### config.mk
export PLATFORM = sky130hd
export DESIGN_NAME = dri_ctrl
export DESIGN_NICKNAME = d
export VERILOG_FILES = /design/src/rtl/core/dri_pkg.sv /design/src/rtl/core/dri_ctrl.sv
export SDC_FILE = /design/constraint.sdc
export NUM_CORES = 1
export LEC_CHECK = 0
export BUFFER_PORTS_ARGS = -buffer_cell sky130_fd_sc_hd__buf_2
export CAP_MARGIN = 20
export CORE_UTILIZATION = 30
export CTS_CLUSTER_SIZE = 40
export DETAILED_ROUTE_END_ITERATION = 8
export GPL_TIMING_DRIVEN = 0
export SYNTH_ARGS = -nofsm -noshare
export SYNTH_HDL_FRONTEND = slang
export SYNTH_SLANG_ARGS = --single-unit
### constraint.sdc
create_clock -name clk_i -period 1.8 [get_ports clk_i]
set_input_delay 0 -clock clk_i [delete_from_list [all_inputs] [get_ports clk_i]]
set_output_delay 0 -clock clk_i [all_outputs]
set_load 0.1 [all_outputs]
### src/rtl/core/dri_pkg.sv
package dri_pkg;

  typedef struct packed {
    logic signed [31:0] angle_count;
    logic signed [31:0] length_count;
    logic signed [15:0] mag_x;
    logic signed [15:0] mag_y;
  } in_word_t;

  typedef struct packed {
    logic signed [47:0] pos_x;
    logic signed [47:0] pos_y;
    logic signed [15:0] heading_angle;
  } out_word_t;

  typedef struct packed {
    logic load;
    logic vec_start;
    logic vec_step;
    logic rot_start;
    logic rot_step;
    logic mul_step;
    logic acc_step;
  } dp_cmd_t;

  localparam int unsigned TabLen = 24;
  localparam logic [31:0] DeltaToBam = 32'd447981339;
  localparam logic [31:0] InvGain = 32'd652032874;

  function automatic logic [31:0] atan_entry(input logic [4:0] i);
    logic [31:0] r;
    case (i)
      5'd0: r = 32'h20000000;
      5'd1: r = 32'h12E4051E;
      5'd2: r = 32'h09FB385B;
      5'd3: r = 32'h051111D4;
      5'd4: r = 32'h028B0D43;
      5'd5: r = 32'h0145D7E1;
      5'd6: r = 32'h00A2F61E;
      5'd7: r = 32'h00517C55;
      5'd8: r = 32'h0028BE53;
      5'd9: r = 32'h00145F2F;
      5'd10: r = 32'h000A2F98;
      5'd11: r = 32'h000517CC;
      5'd12: r = 32'h00028BE6;
      5'd13: r = 32'h000145F3;
      5'd14: r = 32'h0000A2FA;
      5'd15: r = 32'h0000517D;
      5'd16: r = 32'h000028BE;
      5'd17: r = 32'h0000145F;
      5'd18: r = 32'h00000A30;
      5'd19: r = 32'h00000518;
      5'd20: r = 32'h0000028C;
      5'd21: r = 32'h00000146;
      5'd22: r = 32'h000000A3;
      5'd23: r = 32'h00000051;
      default: r = 32'h0;
    endcase
    return r;
  endfunction

endpackage

### src/rtl/core/dri_ctrl.sv
module dri_ctrl #(
  parameter int unsigned CORDIC_STEPS = 16
) (
  input  logic             clk_i,
  input  logic             rst_ni,
  input  logic             in_valid_i,
  output logic             in_stall_o,
  output logic             out_valid_o,
  input  logic             out_stall_i,
  output dri_pkg::dp_cmd_t cmd_o,
  output logic [4:0]       step_o
);

  localparam int unsigned Steps = (CORDIC_STEPS > dri_pkg::TabLen) ?
                                  dri_pkg::TabLen : CORDIC_STEPS;
  localparam logic [4:0] LastStep = 5'(Steps - 1);

  typedef enum logic [6:0] {
    S_IDLE = 7'b0000001,
    S_VINIT = 7'b0000010,
    S_VEC = 7'b0000100,
    S_RINIT = 7'b0001000,
    S_ROT = 7'b0010000,
    S_MUL = 7'b0100000,
    S_ACC = 7'b1000000
  } state_e;

  state_e state_q, state_d;
  logic [4:0] step_q, step_d;
  logic out_valid_q, out_valid_d;
  logic take;

  assign take = in_valid_i && !in_stall_o;
  assign in_stall_o = (state_q != S_IDLE) || out_valid_q;
  assign out_valid_o = out_valid_q;
  assign step_o = step_q;

  always_comb begin
    state_d = state_q;
    step_d = step_q;
    out_valid_d = out_valid_q && out_stall_i;
    cmd_o = '0;
    case (state_q)
      S_IDLE: begin
        cmd_o.load = take;
        if (take) begin
          state_d = S_VINIT;
        end
      end
      S_VINIT: begin
        cmd_o.vec_start = 1'b1;
        step_d = '0;
        state_d = S_VEC;
      end
      S_VEC: begin
        cmd_o.vec_step = 1'b1;
        step_d = step_q + 5'd1;
        if (step_q == LastStep) begin
          state_d = S_RINIT;
        end
      end
      S_RINIT: begin
        cmd_o.rot_start = 1'b1;
        step_d = '0;
        state_d = S_ROT;
      end
      S_ROT: begin
        cmd_o.rot_step = 1'b1;
        step_d = step_q + 5'd1;
        if (step_q == LastStep) begin
          state_d = S_MUL;
        end
      end
      S_MUL: begin
        cmd_o.mul_step = 1'b1;
        state_d = S_ACC;
      end
      S_ACC: begin
        cmd_o.acc_step = 1'b1;
        out_valid_d = 1'b1;
        state_d = S_IDLE;
      end
      default: state_d = S_IDLE;
    endcase
  end

  always_ff @(posedge clk_i or negedge rst_ni) begin
    if (!rst_ni) begin
      state_q <= S_IDLE;
      step_q <= '0;
      out_valid_q <= 1'b0;
    end else begin
      state_q <= state_d;
      step_q <= step_d;
      out_valid_q <= out_valid_d;
    end
  end

endmodule

==> out/results.tsv <==
stage	metric	value	unit
global_route	largest net degree at the start of global routing	14	
drt	drt first pass iters	4	
sta	Slew HR	67.5	%
power	Static Leak	0.000482	uW
drt	top routing layer used	met4	
drt	count of routing violations after the opening detailed-route iteration	10	
sta	Fmax	530	MHz
sta	Slew @ Worst Pin	492	ps
logic_synthesis	synth top area cells	dfrtp_1 40%, a21oi_1 4.7%, nor3_1 4.7%, nor2_1 4.0%, dfstp_2 3.5%	
floorplan	Core Area	2300	sq um
place	placed cells	127	
worst_setup_path	crit path capture type	output port	
place	dpl cell area	906	sq um
place	dpl ws	-69.8	ps
global_route	global route overflow	0	
floorplan	std cell rows	17	
sta	RSZ-0062 raised after global routing	yes	
sta	Tcrit/Tclk final	105	%
sta	max-slew violations	0	
drt	post-route ant nets	0	
logic_synthesis	Mean Syn Cell Area	9.19	sq um
sta	Final Skew	0.525	ps
logic_synthesis	Seq/Total Area, Yosys	43.4	%
sta	setup ws final	-87.4	ps
worst_setup_path	required time of the critical path	1800	ps
logic_synthesis	largest family of logic cells by synthesized area	simple AND/OR/NAND/NOR gates	
clocking	CTS max path bufs	2	
final_layout	Nets	117	
worst_setup_path	Max FO, Critical Path	3	
logic_synthesis	Yosys reg bits	13	
final_layout	post-layout utilization of the core	47.3	%
final_layout	share of post-route cells with drive strength above 1	47.3	%
final_layout	Fillers	238	
worst_setup_path	startpoint class of the critical path	flip-flop	
logic_synthesis	Synth Instances	82	
drt	final wirelength	1750	microns
floorplan	initial cell density of the core	32.8	%
logic_synthesis	mux share of post-synthesis cell area	1.33	%
final_layout	Layout area overhead	44.4	%
drt	met3 wire length	83	microns
floorplan	die area	2710	sq um
global_route	antenna violations before repair	0	
run	max-cap violations	0	
drt	routed vias/inst	5.17	
logic_synthesis	Syn Std Cell Area	753	sq um
global_route	vias in the first global route	647	
worst_setup_path	critical setup path kind	flip-flop to output port	
clocking	worst skew pair latency	270	ps
hold_path	Hold/Removal Path Class	primary input to flip-flop	
clocking	CTS tree	built	
sta	hold_ws	6.40	ps
logic_synthesis	Synth top area share	39.9	%
clocking	Sink Count	13	
place	Post-DP HPWL	1220	microns
clocking	Num CTS Buffers	3	
clocking	Clock Root Buffer	clkbuf_4	
clocking	CTS H-tree depth	1	
clocking	Worst-path clk slew	80	ps
sta	final setup fails	2	
power	PwrDens	1380	nW/um^2
place	GPL Wtd Cong	0.802	
logic_synthesis	post-synth top area cell	dfrtp_1	
logic_synthesis	Simple-Gate Fraction of Synth Area	31.4	%
final_layout	Final Instance Area	1090	sq um
logic_synthesis	Syn. warnings	0	
final_layout	final std cells w/o fill	138	
power	maximum VDD drop	0.851	mV
status	failing checks	negative setup slack	
drt	Avg WL per Cell	12.6	microns
drt	# DRC	0	
sta	Final Critical Period	1890	ps
logic_synthesis	xor/xnor cell area share of the yosys netlist	3.49	%
final_layout	FF+latch area	339	sq um
logic_synthesis	Synth Area in Compound Gates	11.8	%
global_route	All-Layer GR Usage	14.4	%
drt	via count	713	
status	status	finished, violations left	
floorplan	DIE WIDTH	52.1	microns
drt	met1 wire length	757	microns
sta	Hold Violations, Final	0	
logic_synthesis	Syn Nets	88	
global_route	first-pass GRT wire length	2780	microns
worst_setup_path	critical path arrival	1890	ps
final_layout	area of the multi-input gates	435	sq um
logic_synthesis	library cells used by synthesis	30	
final_layout	Antenna diodes	0	
floorplan	I/O pin cnt	18	
floorplan	die height	52.1	microns
drt	met2 WL	891	microns
logic_synthesis	Adder-Cell Fraction of Synth Area	3.32	%
place	IO buf count	17	
## metrics by stage
stage,total power (uW),setup TNS [ps]
final,1500,-131
after floorplan,1070,-909
after global placement,1180,-55.4
after CTS,1410,-205
after global routing,1580,-407
after detailed placement,1190,-69.8
## per-layer routing
layer | track usage, % | vias to the layer above
met5 | 0 | -
li1 | - | 347
met2 | 25.0 | 16
met1 | 16.2 | 348
met4 | 4.05 | 0
met3 | 5.56 | 2
## final timing paths
path / slack [ps] / end / start / cells past startpoint
max: -90 / cmd_o[2] / state_q[5]$_DFFE_PN0P_ / 4
min: 6 / state_q[1]$_DFFE_PN0P_ / in_valid_i / 2
max reg2reg: 100 / step_o[2]$_DFFE_PN0P_ / state_q[2]$_DFFE_PN0P_ / 5
min reg2reg: 520 / out_valid_o$_DFF_PN0_ / out_valid_o$_DFF_PN0_ / 1
max in group asynchronous: 1370 / state_q[0]$_DFFE_PN1P_ / rst_ni / 2
min in group asynchronous: 140 / state_q[2]$_DFFE_PN0P_ / rst_ni / 2
## final cells by class
type | instances | area share [%]
Buffer | 3 | 1.38
Clock buffer | 4 | 2.42
Inverter | 7 | 2.42
Multi-Input combinational cell | 59 | 40.0
Sequential cell | 13 | 31.2
Tap cell | 28 | 3.22
Timing Repair Buffer | 24 | 19.3
## kinds of logic after synthesis
kind of cell	after synthesis
flops	13
buf+inv	10
xor+xnor	3
compound gates	15
simple gates	38
fa+ha+maj	2
mux	1
## layout by cell type, fill, tap and decap left out, types with 3 or more instances in the layout
cell type  count
dfrtp_2        4
buf_6          4
dfrtp_1        6
clkbuf_4       3
nand2_1        3
buf_4          6
nor2_1         5
inv_1          7
nor3_1         6
a21oi_1        7
o22ai_1        4
buf_2         11
nand2b_1       3
## cell usage after synthesis
master	instances
or3_1	2
and4b_1	2
xnor2_1	2
nand3_1	1
buf_2	2
mux2i_1	1
xor2_1	1
and3_2	2
clkbuf_1	1
dfstp_2	1
or3b_2	1
nand2b_1	3
and4_1	1
nor3b_2	1
nor2b_1	1
nor2_1	8
dfrtp_1	12
or3_4	2
nand2_1	3
o22ai_1	4
o21ai_0	1
o21a_1	1
or2_2	2
inv_1	7
a21o_1	1
ha_1	2
nor4b_1	2
nor3_1	7
a21oi_1	7
a311oi_1	1
## critical path: stages, from the launching register on
cell and delay (ps):
dfrtp_2 410, or3_4 380, or3_4 370, nor3b_4 240, buf_12 210
## repair_timing
item                                   in CTS  in global routing
pin swaps                                   1                  3
endpoints found under the hold margin      14                  0
setup buffers                               1                  4
hold buffers                                2                  0
setup endpoints to repair                   8                 14
gates resized for setup                    19                  9
## flip-flops by register name (all words and copies together), names as in the netlist
register	cells
out_valid_o	1
state_q	7
step_o	5
## power by group
part	internal (uW)	total [uW]	switching, uW	leakage [uW]
Sequential	350	403	53.0	0.000166
Combinational	301	911	610	0.000301
Clock	85.9	180	94.6	0.0000150
(Power assumes the default switching activity.)
